`config.mk`:
```
export PLATFORM = sky130hd
export DESIGN_NAME = record_format_validator_flat
export DESIGN_NICKNAME = d
export VERILOG_FILES = /design/src/rtl/rfv_pkg.sv /design/src/rtl/rfv_in_if.sv /design/src/rtl/rfv_out_if.sv /design/src/rtl/rfv_in_reg.sv /design/src/rtl/rfv_parser.sv /design/src/rtl/rfv_out_reg.sv /design/src/rtl/record_format_validator.sv /design/src/flat_wrapper.sv
export SDC_FILE = /design/constraint.sdc
export NUM_CORES = 1
export LEC_CHECK = 0
export BUFFER_PORTS_ARGS = -buffer_cell sky130_fd_sc_hd__buf_2
export CORE_ASPECT_RATIO = 0.9
export CORE_UTILIZATION = 50
export CTS_BUF_LIST = sky130_fd_sc_hd__clkbuf_16
export DETAILED_ROUTE_END_ITERATION = 10
export PLACE_DENSITY = 0.67
export SLEW_MARGIN = 20
export SYNTH_ARGS = -nofsm -noshare
export SYNTH_HDL_FRONTEND = slang
export SYNTH_SLANG_ARGS = --single-unit
```
`constraint.sdc`:
```
create_clock -name i_clk -period 4.9 [get_ports i_clk]
set_input_delay 0.49 -clock i_clk [delete_from_list [all_inputs] [get_ports i_clk]]
set_output_delay 0.49 -clock i_clk [all_outputs]
set_load 0.005 [all_outputs]
```
`src/rtl/rfv_pkg.sv`:
```
package rfv_pkg;

    localparam logic       CMD_DATA = 1'b0;
    localparam logic       CMD_END  = 1'b1;

    localparam logic       REG_TYPE_ONE = 1'b0;
    localparam logic       REG_TYPE_TWO = 1'b1;

    localparam logic [7:0] TYPE_ONE_RESET = 8'd1;
    localparam logic [7:0] TYPE_TWO_RESET = 8'd2;

    localparam logic [7:0] CHAR_NL    = 8'h0A;
    localparam logic [7:0] CHAR_COMMA = 8'h2C;
    localparam logic [7:0] CHAR_PLUS  = 8'h2B;
    localparam logic [7:0] CHAR_MINUS = 8'h2D;
    localparam logic [7:0] CHAR_SPACE = 8'h20;
    localparam logic [7:0] CHAR_TAB   = 8'h09;
    localparam logic [7:0] CHAR_CR    = 8'h0D;
    localparam logic [7:0] CHAR_ZERO  = 8'h30;
    localparam logic [7:0] CHAR_NINE  = 8'h39;

    typedef enum logic [2:0] {
        PH_TYPE,
        PH_COUNT,
        PH_PAYLOAD,
        PH_AMOUNT,
        PH_NUMBERS
    } t_phase;

    typedef enum logic [1:0] {
        SCAN_BLANKS,
        SCAN_DIGITS,
        SCAN_STOPPED
    } t_scan;

    typedef struct packed {
        logic       command;
        logic [7:0] data_byte;
    } t_byte_req;

    typedef struct packed {
        logic       we;
        logic       index;
        logic [7:0] data;
    } t_cfg_wr;

endpackage

```
`src/rtl/rfv_in_if.sv`:
```
interface rfv_in_if;
    logic       valid;
    logic       ready;
    logic       command;
    logic [7:0] data_byte;

    modport source (output valid, output command, output data_byte, input ready);
    modport sink   (input valid, input command, input data_byte, output ready);
endinterface

```
`src/rtl/rfv_out_if.sv`:
```
interface rfv_out_if;
    logic valid;
    logic ready;
    logic message_valid;

    modport source (output valid, output message_valid, input ready);
    modport sink   (input valid, input message_valid, output ready);
endinterface

```
`src/rtl/rfv_in_reg.sv`:
```
module rfv_in_reg (
    input  logic               i_clk,
    input  logic               i_rst_n,
    rfv_in_if.sink             i_req,
    input  logic               i_advance,
    output logic               o_valid,
    output rfv_pkg::t_byte_req o_req
);
    import rfv_pkg::*;

    logic      r_valid;
    t_byte_req r_req;
    logic      n_valid;
    logic      take;

    assign i_req.ready = !r_valid || i_advance;
    assign take        = i_req.valid && i_req.ready;
    assign n_valid     = take ? 1'b1 : (i_advance ? 1'b0 : r_valid);

    always_ff @(posedge i_clk) begin
        if (!i_rst_n) begin
            r_valid <= 1'b0;
        end else begin
            r_valid <= n_valid;
        end
    end

    always_ff @(posedge i_clk) begin
        if (take) begin
            r_req.command   <= i_req.command;
            r_req.data_byte <= i_req.data_byte;
        end
    end

    assign o_valid = r_valid;
    assign o_req   = r_req;
endmodule

```
`src/rtl/rfv_parser.sv`:
```
module rfv_parser #(
    parameter int ONE_NUMBER_BYTES   = 2,
    parameter int AMOUNT_FIELD_CHARS = 3,
    parameter int MAX_NUMBER_DIGITS  = 5
) (
    input  logic               i_clk,
    input  logic               i_rst_n,
    input  rfv_pkg::t_cfg_wr   i_cfg,
    input  logic               i_step,
    input  rfv_pkg::t_byte_req i_req,
    output logic               o_result,
    output logic               o_message_valid
);
    import rfv_pkg::*;

    localparam int PW = $clog2(255 * ONE_NUMBER_BYTES + 1);
    localparam int CW = $clog2(AMOUNT_FIELD_CHARS + 1);
    localparam int DW = $clog2(MAX_NUMBER_DIGITS + 1);

    logic [7:0]  r_code_one, r_code_two;
    t_phase      r_phase, n_phase;
    logic        r_failed, n_failed;
    logic [PW-1:0] r_payload_left, n_payload_left;
    logic [CW-1:0] r_chars, n_chars;
    t_scan       r_scan, n_scan;
    logic        r_neg, n_neg;
    logic [31:0] r_amount, n_amount;
    logic [31:0] r_numbers_left, n_numbers_left;
    logic [DW-1:0] r_digits, n_digits;

    logic [7:0]  c;
    logic        c_digit, c_blank, c_nl, c_one, c_two;
    logic [31:0] digit_val;

    assign c         = i_req.data_byte;
    assign c_digit   = (c >= CHAR_ZERO) && (c <= CHAR_NINE);
    assign c_blank   = (c == CHAR_SPACE) || ((c >= CHAR_TAB) && (c <= CHAR_CR));
    assign c_nl      = (c == CHAR_NL);
    assign c_one     = (c == r_code_one);
    assign c_two     = (c == r_code_two);
    assign digit_val = 32'(c[3:0]);

    always_ff @(posedge i_clk) begin
        if (!i_rst_n) begin
            r_code_one <= TYPE_ONE_RESET;
            r_code_two <= TYPE_TWO_RESET;
        end else if (i_cfg.we) begin
            case (i_cfg.index)
                REG_TYPE_ONE: r_code_one <= i_cfg.data;
                REG_TYPE_TWO: r_code_two <= i_cfg.data;
                default:      r_code_one <= r_code_one;
            endcase
        end
    end

    // next state
    always_comb begin
        n_phase        = r_phase;
        n_failed       = r_failed;
        n_payload_left = r_payload_left;
        n_chars        = r_chars;
        n_scan         = r_scan;
        n_neg          = r_neg;
        n_amount       = r_amount;
        n_numbers_left = r_numbers_left;
        n_digits       = r_digits;
        if (i_step) begin
            if (i_req.command == CMD_END) begin
                n_phase        = PH_TYPE;
                n_failed       = 1'b0;
                n_payload_left = '0;
                n_chars        = '0;
                n_scan         = SCAN_BLANKS;
                n_neg          = 1'b0;
                n_amount       = '0;
                n_numbers_left = '0;
                n_digits       = '0;
            end else if (!r_failed) begin
                case (r_phase)
                    PH_TYPE, PH_NUMBERS: begin
                        if (r_phase == PH_NUMBERS && c_digit
                            && r_digits < DW'(MAX_NUMBER_DIGITS)) begin
                            n_digits = r_digits + DW'(1);
                        end else if (r_phase == PH_NUMBERS && !c_one && !c_two && !c_nl) begin
                            if (c == CHAR_COMMA) begin
                                n_digits       = '0;
                                n_numbers_left = r_numbers_left - 32'd1;
                                if (r_numbers_left == 32'd1) begin
                                    n_phase = PH_TYPE;
                                end
                            end else begin
                                n_failed = 1'b1;
                            end
                        end else begin
                            // type position
                            n_phase = PH_TYPE;
                            if (c_nl) begin
                                n_phase = PH_TYPE;
                            end else if (c_one) begin
                                n_phase = PH_COUNT;
                            end else if (c_two) begin
                                n_phase  = PH_AMOUNT;
                                n_chars  = '0;
                                n_scan   = SCAN_BLANKS;
                                n_neg    = 1'b0;
                                n_amount = '0;
                            end else begin
                                n_failed = 1'b1;
                            end
                        end
                    end
                    PH_COUNT: begin
                        n_payload_left = PW'(c) * PW'(ONE_NUMBER_BYTES);
                        n_phase = (c == 8'd0) ? PH_TYPE : PH_PAYLOAD;
                    end
                    PH_PAYLOAD: begin
                        n_payload_left = r_payload_left - PW'(1);
                        if (r_payload_left == PW'(1)) begin
                            n_phase = PH_TYPE;
                        end
                    end
                    PH_AMOUNT: begin
                        case (r_scan)
                            SCAN_BLANKS: begin
                                if (c_blank) begin
                                    n_scan = SCAN_BLANKS;
                                end else if (c == CHAR_PLUS) begin
                                    n_scan = SCAN_DIGITS;
                                end else if (c == CHAR_MINUS) begin
                                    n_neg  = 1'b1;
                                    n_scan = SCAN_DIGITS;
                                end else if (c_digit) begin
                                    n_amount = digit_val;
                                    n_scan   = SCAN_DIGITS;
                                end else begin
                                    n_scan = SCAN_STOPPED;
                                end
                            end
                            SCAN_DIGITS: begin
                                if (c_digit) begin
                                    n_amount = {r_amount[28:0], 3'b000}
                                             + {r_amount[30:0], 1'b0} + digit_val;
                                end else begin
                                    n_scan = SCAN_STOPPED;
                                end
                            end
                            default: n_scan = r_scan;
                        endcase
                        n_chars = r_chars + CW'(1);
                        if (n_chars == CW'(AMOUNT_FIELD_CHARS)) begin
                            n_numbers_left = n_neg ? (32'd0 - n_amount) : n_amount;
                            n_digits       = '0;
                            n_phase        = (n_amount == 32'd0) ? PH_TYPE : PH_NUMBERS;
                        end
                    end
                    default: n_failed = 1'b1;
                endcase
            end
        end
    end

    // result
    always_comb begin
        o_result        = i_step && (i_req.command == CMD_END);
        o_message_valid = !r_failed && (r_phase == PH_TYPE);
    end

    always_ff @(posedge i_clk) begin
        if (!i_rst_n) begin
            r_phase        <= PH_TYPE;
            r_failed       <= 1'b0;
            r_payload_left <= '0;
            r_chars        <= '0;
            r_scan         <= SCAN_BLANKS;
            r_neg          <= 1'b0;
            r_amount       <= '0;
            r_numbers_left <= '0;
            r_digits       <= '0;
        end else begin
            r_phase        <= n_phase;
            r_failed       <= n_failed;
            r_payload_left <= n_payload_left;
            r_chars        <= n_chars;
            r_scan         <= n_scan;
            r_neg          <= n_neg;
            r_amount       <= n_amount;
            r_numbers_left <= n_numbers_left;
            r_digits       <= n_digits;
        end
    end
endmodule

```
`src/rtl/rfv_out_reg.sv`:
```
module rfv_out_reg (
    input  logic       i_clk,
    input  logic       i_rst_n,
    input  logic       i_load,
    input  logic       i_message_valid,
    output logic       o_can_load,
    rfv_out_if.source  o_res
);
    logic r_valid, n_valid;
    logic r_message_valid;

    assign o_can_load = !r_valid || o_res.ready;
    assign n_valid    = i_load ? 1'b1 : (o_res.ready ? 1'b0 : r_valid);

    always_ff @(posedge i_clk) begin
        if (!i_rst_n) begin
            r_valid <= 1'b0;
        end else begin
            r_valid <= n_valid;
        end
    end

    always_ff @(posedge i_clk) begin
        if (i_load) begin
            r_message_valid <= i_message_valid;
        end
    end

    assign o_res.valid         = r_valid;
    assign o_res.message_valid = r_message_valid;
endmodule

```
`src/rtl/record_format_validator.sv`:
```
// Record format validator. Takes one message byte (or an end-of-message
// request) per cycle on i_byte_req and returns one message_valid result on
// o_result for each end request. Every request passes through an input
// register and then the parser logic into the result register; an end request
// is loaded into the result register as it leaves the input register. Sustained
// rate is one request per cycle; the only stall is an end request that meets
// a full result register which is not being taken. Type codes are written on
// the cfg port (index 0 = format-one code, index 1 = format-two code); the
// user must have them written only while idle, as the block does not enforce it.
module record_format_validator #(
    parameter int ONE_NUMBER_BYTES   = 2,
    parameter int AMOUNT_FIELD_CHARS = 3,
    parameter int MAX_NUMBER_DIGITS  = 5
) (
    input  logic       i_clk,
    input  logic       i_rst_n,
    rfv_in_if.sink     i_byte_req,
    rfv_out_if.source  o_result,
    input  logic       i_cfg_we,
    input  logic       i_cfg_index,
    input  logic [7:0] i_cfg_data
);
    import rfv_pkg::*;

    logic      stage_valid;
    t_byte_req stage_req;
    logic      advance;
    logic      can_load;
    logic      result;
    logic      message_valid;
    t_cfg_wr   cfg;

    assign cfg.we    = i_cfg_we;
    assign cfg.index = i_cfg_index;
    assign cfg.data  = i_cfg_data;

    assign advance = stage_valid && ((stage_req.command == CMD_DATA) || can_load);

    rfv_in_reg u_in_reg (
        .i_clk     (i_clk),
        .i_rst_n   (i_rst_n),
        .i_req     (i_byte_req),
        .i_advance (advance),
        .o_valid   (stage_valid),
        .o_req     (stage_req)
    );

    rfv_parser #(
        .ONE_NUMBER_BYTES   (ONE_NUMBER_BYTES),
        .AMOUNT_FIELD_CHARS (AMOUNT_FIELD_CHARS),
        .MAX_NUMBER_DIGITS  (MAX_NUMBER_DIGITS)
    ) u_parser (
        .i_clk           (i_clk),
        .i_rst_n         (i_rst_n),
        .i_cfg           (cfg),
        .i_step          (advance),
        .i_req           (stage_req),
        .o_result        (result),
        .o_message_valid (message_valid)
    );

    rfv_out_reg u_out_reg (
        .i_clk           (i_clk),
        .i_rst_n         (i_rst_n),
        .i_load          (result),
        .i_message_valid (message_valid),
        .o_can_load      (can_load),
        .o_res           (o_result)
    );
endmodule

```
`src/flat_wrapper.sv`:
```
// flat-port wrapper written by rule: the top's interface ports become plain ports
module record_format_validator_flat import rfv_pkg::*;
#(
    parameter int ONE_NUMBER_BYTES   = 2,
    parameter int AMOUNT_FIELD_CHARS = 3,
    parameter int MAX_NUMBER_DIGITS  = 5
)
  (i_clk, i_rst_n, i_cfg_we, i_cfg_index, i_cfg_data, i_byte_req_valid, i_byte_req_command, i_byte_req_data_byte, i_byte_req_ready, o_result_valid, o_result_message_valid, o_result_ready);
  rfv_in_if i_byte_req_i ();
  rfv_out_if o_result_i ();
  input  logic i_clk;
  input  logic i_rst_n;
  input  logic i_cfg_we;
  input  logic i_cfg_index;
  input  logic [7:0] i_cfg_data;
  input wire logic [$bits(i_byte_req_i.valid)-1:0] i_byte_req_valid;
  input wire logic [$bits(i_byte_req_i.command)-1:0] i_byte_req_command;
  input wire logic [$bits(i_byte_req_i.data_byte)-1:0] i_byte_req_data_byte;
  output wire logic [$bits(i_byte_req_i.ready)-1:0] i_byte_req_ready;
  output wire logic [$bits(o_result_i.valid)-1:0] o_result_valid;
  output wire logic [$bits(o_result_i.message_valid)-1:0] o_result_message_valid;
  input wire logic [$bits(o_result_i.ready)-1:0] o_result_ready;
  assign i_byte_req_i.valid = i_byte_req_valid;
  assign i_byte_req_i.command = i_byte_req_command;
  assign i_byte_req_i.data_byte = i_byte_req_data_byte;
  assign i_byte_req_ready = i_byte_req_i.ready;
  assign o_result_valid = o_result_i.valid;
  assign o_result_message_valid = o_result_i.message_valid;
  assign o_result_i.ready = o_result_ready;
  record_format_validator #(.ONE_NUMBER_BYTES(ONE_NUMBER_BYTES), .AMOUNT_FIELD_CHARS(AMOUNT_FIELD_CHARS), .MAX_NUMBER_DIGITS(MAX_NUMBER_DIGITS)) u_core (.i_clk(i_clk), .i_rst_n(i_rst_n), .i_byte_req(i_byte_req_i), .o_result(o_result_i), .i_cfg_we(i_cfg_we), .i_cfg_index(i_cfg_index), .i_cfg_data(i_cfg_data));
endmodule
```
==> impl_metrics.ini, run 1 <==
[status]
status = complete, no violations

[global_route]
grt-ovfl-total = 0
antenna_found_initial = 0
grt_pass1_vias = 7875
grt_use_total = 0.288
grt_pass1_wl_um = 41500
grt_max_degree = 78

[setup_path]
path_class = register to register
start_kind = register
end_kind = register
crit_arrival_ns = 4.71
cp.required_ns = 5.15
crit_path_max_fanout = 6

[timing]
finalSetupViolCount = 0
finalHoldViolCount = 0
slew_headroom = 0.367
rsz0062_at_grt = false
drv_slew = 0
worst_hold_slack_ns = 0.241
tightest_slew_ns = 0.945
finalCritPeriodShare = 0.911
clock_skew_ns = 0.00759
fin_crit_ns = 4.46
fin_setup_tns_ns = 0
fmax_mhz = 224

[final_layout]
synthToLayoutAreaGrowth_pct = 10.6
final_cells = 1438
diodes = 0
final_util = 0.563
nNetsFinal = 1276
drive_gt1_frac = 0.0902
layout_common_cells = nand2_1 (144), nor2_1 (134), a21oi_1 (105), dfxtp_1 (103), o21ai_0 (84)
fin_area_um2 = 9890
final_common_cell = nand2_1

[yosys]
synth_top_family_by_area = compound AO/OA/AOI/OAI gates
avgSynthCellArea_um2 = 7.54
synth-simple-area-share = 0.248
seq_area_frac_synth = 0.264
synth_cell_type_count = 87
ys_ff_latch = 113
synth_area_um2 = 8940
synth-xor-area-share = 0.0695
synth.net_count = 1276
ys_warn_count = 0
synthCells = 1186
synth_compound_area_frac = 0.268
synth_flop_cell = dfxtp_1
synthMuxAreaShare = 0.0159
synth-edff-count = 10
async_reset_ff_frac = 0
synthAdderAreaFrac = 0.0954

[die]
initial_core_util = 0.510
num_io_pins = 26
die_y_um = 129
rows = 46
dieArea_um2 = 18400
die_w_um = 143
core_um2 = 17600

[detailed_routing]
ant_nets = 0
drt_iter0_drc = 946
wl_um = 26100
via_per_inst = 6.28
wl_per_cell_um = 18.1
remaining_drc_errors = 0
drtPass1Iterations = 6
num_vias = 9037

[placement]
placed_cell_area_um2 = 9280
routabilityCongestion = 0.910
io_buffers = 25
dpl.hpwl_um = 18700
dp.cells = 1407

[clock_tree]
clock-sinks = 113
tritoncts = done
clock_latency_ns = 0.42
postCtsSetupRepairBufs = 0
clk_path_buf_depth = 2
cts.reportedPaths.clkPinSlew_ns = 0.06
ctsHoldBuffers = 0
cts_made_buffers = 17
h-tree-depth = 4
root_buffer = clkbuf_16

[pwr]
leakage_nw = 4.03
max-vdd-ir-drop_mv = 0.228
power.density_nw_per_um2 = 260

[flow_run]
drv_cap = 0

[worst_hold_path]
holdCritPathClass = primary input to register
## state kept, by name (all words and copies together), names as in the netlist, 2 cells and up
signal and flops:
u_core.u_parser.r_payload_left 9, u_core.u_parser.r_numbers_left 32, u_core.u_parser.r_scan 2, u_core.u_parser.r_chars 2
u_core.u_parser.r_code_two 8, u_core.u_parser.r_amount 32, u_core.u_parser.r_code_one 8, u_core.u_parser.r_phase 3
u_core.u_parser.r_digits 3, u_core.u_in_reg.o_req 9
## synthesized netlist by cell type (all sizes together), types with 8 or more instances
master	number	share of area
ha	65	0.091
a211oi	9	0.0076
a22oi	32	0.027
nand4	17	0.012
a21oi	108	0.062
dfxtp	103	0.23
nand2	144	0.060
o211ai	11	0.0092
xnor2	42	0.041
inv	25	0.010
a21o	17	0.014
buf	12	0.0076
nor2	134	0.056
clkbuf	51	0.021
o21ai	90	0.051
or3	11	0.0084
nor3	48	0.028
o21a	9	0.0076
and2	8	0.0059
o31ai	11	0.010
a31oi	16	0.011
nor4	19	0.015
mux2i	12	0.013
edfxtp	10	0.034
o221ai	9	0.0088
nand3	36	0.021
xor2	29	0.028
## cell families after synthesis
kind of cell,after synthesis
mux,14
xor+xnor,71
fa+ha+maj,67
flops,113
compound gates,368
simple gates,465
buf+inv,88
## through the flow
step	setup slack, ns	power (mW)
2_1_floorplan	0.671	1.22
3_3_place_gp	0.545	1.30
3_5_place_dp	0.418	1.30
4_1_cts	0.364	2.58
5_1_grt	0.188	2.67
6_report	0.438	2.57
## final timing paths
path         depth (start not counted)  slack, ns                                  to                               start
min reg2reg                          2       0.47  u_core.u_parser.r_numbers_left[14]  u_core.u_parser.r_numbers_left[14]
max reg2reg                         15       0.44  u_core.u_parser.r_numbers_left[28]         u_core.u_parser.r_amount[0]
min                                  1       0.24            u_core.u_in_reg.o_req[0]             i_byte_req_data_byte[0]
max                                 15       0.44  u_core.u_parser.r_numbers_left[28]         u_core.u_parser.r_amount[0]
## area by class of cell
cell class,instances,area [um^2]
clock buffer,18,450
clock inverter,13,145
fill,1689,7660
inverter,25,95.1
multi-input combinational,985,6270
sequential,113,2360
tap,240,300
timing repair buffer,44,268
## critical path, cell delays in order (launching register included)
cell and delay (ns):
dfxtp_1 0.42, inv_1 0.09, fa_1 0.54, inv_1 0.07, fa_1 0.45, a21o_1 0.21, a221o_2 0.41, a21oi_1 0.19
mux2i_1 0.11, o21bai_1 0.16, nand4bb_1 0.29, nor3_1 0.42, nand4_1 0.31, nor2_1 0.26, mux2i_1 0.26, a31oi_1 0.11
## routing by layer
layer / vias up / share of wire / track usage
met5: - / 0 / 0
li1: 4385 / - / -
met4: 0 / 0.018 / 0.0955
met2: 357 / 0.43 / 0.419
met3: 44 / 0.072 / 0.0551
met1: 4251 / 0.48 / 0.420
## report_power, final
group	switching, mW	internal, mW	leakage, nW
Clock	0.465	0.817	0.296
Sequential	0.0286	0.958	0.930
Combinational	0.194	0.110	2.81
## timing repair
item,4_1_cts,5_1_grt
endpoints found under the setup margin,0,1
gates resized for setup,0,1
hold endpoints to repair,0,0
No activity file was read; power rests on OpenSTA's default activity.
==> run 2: changes to the inputs <==
--- a/config.mk
+++ b/config.mk
@@ -11,6 +11,8 @@
 export CTS_BUF_LIST = sky130_fd_sc_hd__clkbuf_16
 export DETAILED_ROUTE_END_ITERATION = 10
 export PLACE_DENSITY = 0.67
+export RECOVER_POWER = 25
+export REMOVE_ABC_BUFFERS = 1
 export SLEW_MARGIN = 20
 export SYNTH_ARGS = -nofsm -noshare
 export SYNTH_HDL_FRONTEND = slang
==> run 2 against run 1 <==
  * Core utilization shrank 0.21 points
  * Highest routed layer unchanged
  * Wire length grew 1.1%
  * Clock skew grew 0.0014 ns
  * Sequential share of layout area grew 0.088 points
  * Hold slack gained 0.0020 ns
  * Cell count shrank 0.14%
  * Sequential power is essentially flat
  * Design area shrank 0.37%
  * The run now ends with max-capacitance violations, max-slew violations left
  * First-iteration DRC count shrank 9.8%
  * Largest power group unchanged
  * Worst setup slack lost 0.019 ns
  * Die area is the same
  * Via count shrank 1.2%
==> impl_metrics.ini, run 2 (same netlist as run 1, synthesis figures left out) <==
[die]
initial_core_util = 0.510
core_um2 = 17600
num_io_pins = 26
die_w_um = 143
die_y_um = 129
rows = 46
dieArea_um2 = 18400

[timing]
fmax_mhz = 223
finalCritPeriodShare = 0.914
tightest_slew_ns = 3.93
slew_headroom = -1.62
fin_crit_ns = 4.48
finalSetupViolCount = 0
rsz0062_at_grt = false
drv_slew = 109
finalHoldViolCount = 0
clock_skew_ns = 0.00897
fin_setup_tns_ns = 0
fin_ws_ns = 0.419
worst_hold_slack_ns = 0.243

[setup_path]
start_kind = register
cp_cell_sequence = inv_1 > fa_1 > inv_1 > fa_1 > a21o_1 > a221o_2 > a21bo_1 > xnor2_1 > o31ai_1 > nor3_1 > nand4_1 > nor2_1 > mux2i_1 > a31oi_1
crit_arrival_ns = 4.73
cpPeakStageDelay_ns = 0.67
end_kind = register
path_class = register to register
cp_slowest_cell = nor3_1
crit_path_max_fanout = 7
cp.required_ns = 5.15

[final_layout]
drive_gt1_frac = 0.0803
nNetsFinal = 1273
fin_area_um2 = 9850
final_util = 0.561
final_common_cell = nand2_1
diodes = 0
largestRegisters = u_core.u_parser.r_amount: 32 flops, u_core.u_parser.r_numbers_left: 32 flops
fillerInstances = 1665
layout_common_cells = nand2_1 (144), nor2_1 (134), a21oi_1 (105), dfxtp_1 (103), o21ai_0 (84)
final_cells = 1436
synthToLayoutAreaGrowth_pct = 10.2

[placement]
io_buffers = 25
dpl.hpwl_um = 18500
dp.cells = 1404
post-place-ws_ns = 0.520
routabilityCongestion = 0.903
placed_cell_area_um2 = 9260

[global_route]
grt_max_degree = 78
grt_use_total = 0.290
antenna_found_initial = 0
grt-ovfl-total = 0
grt_pass1_wl_um = 41700
grt_pass1_vias = 7695

[clock_tree]
root_buffer = clkbuf_16
clk_path_buf_depth = 2
clock_latency_ns = 0.42
tritoncts = done
postCtsSetupRepairBufs = 0
ctsHoldBuffers = 0
cts_made_buffers = 17
clock-sinks = 113
cts.reportedPaths.clkPinSlew_ns = 0.06
cts_resized = 0
h-tree-depth = 4

[detailed_routing]
remaining_drc_errors = 0
wl_per_cell_um = 18.3
ant_nets = 0
drt_iter0_drc = 853
drtPass1Iterations = 6
num_vias = 8927
wl_um = 26300
via_per_inst = 6.22

[worst_hold_path]
holdCritPathClass = primary input to register

[pwr]
power.density_nw_per_um2 = 263
leakage_nw = 4.00
total_power_mw = 2.59
max-vdd-ir-drop_mv = 0.234

[flow_run]
drv_cap = 2

[status]
status = complete, but fails checks
violations = max-capacitance violations, max-slew violations
run 2: cell count changes in the layout (fill, tap and decap cells not counted), sizes merged:
cell | previous run | this run
buf | 44 | 33
clkbuf | 18 | 25
bufinv | 3 | 4
inv | 26 | 27
run 2: cell type report:
class / count / area, um^2 / area share
multi-input cells: 985 / 6260 / 0.636
clock inverters: 15 / 176 / 0.0179
flip-flops and latches: 113 / 2360 / 0.240
repair buffers: 41 / 230 / 0.0234
inverters: 25 / 95.1 / 0.00965
clock buffers: 17 / 425 / 0.0432
well taps: 240 / 300 / 0.0305
run 2: critical path, delay by kind of cell, from the launching register on:
kind	cells	cell delay, ns
AOI/OAI and AO/OA	5	1.11
muxes	1	0.22
DFF	1	0.40
and+or+nand+nor	3	1.30
adders and majority gates	2	1.00
buffers and inverters	2	0.15
xor gates and xnor gates	1	0.14
run 2: worst paths after layout:
path	from	to	slack [ns]	depth (start not counted)
worst max-delay path	u_core.u_parser.r_amount[0]	u_core.u_parser.r_numbers_left[28]	0.42	14
worst min-delay path	i_byte_req_data_byte[0]	u_core.u_in_reg.o_req[0]	0.24	1
worst max register to register	u_core.u_parser.r_amount[0]	u_core.u_parser.r_numbers_left[28]	0.42	14
worst min register to register	u_core.u_parser.r_code_one[1]	u_core.u_parser.r_code_one[1]	0.47	2
run 2: report_power, final:
| part | switching (mW) | internal, mW | total, mW |
|---|---|---|---|
| Clock | 0.470 | 0.838 | 1.31 |
| Combinational | 0.191 | 0.108 | 0.299 |
| Sequential | 0.0289 | 0.958 | 0.987 |
run 2: metal layers:
layer	track usage	routed length (um)	vias up
met1	0.443	13300	4200
met2	0.396	10800	322
met3	0.0648	1930	27
met4	0.0822	391	0
met5	0	0	-
li1	-	-	4378
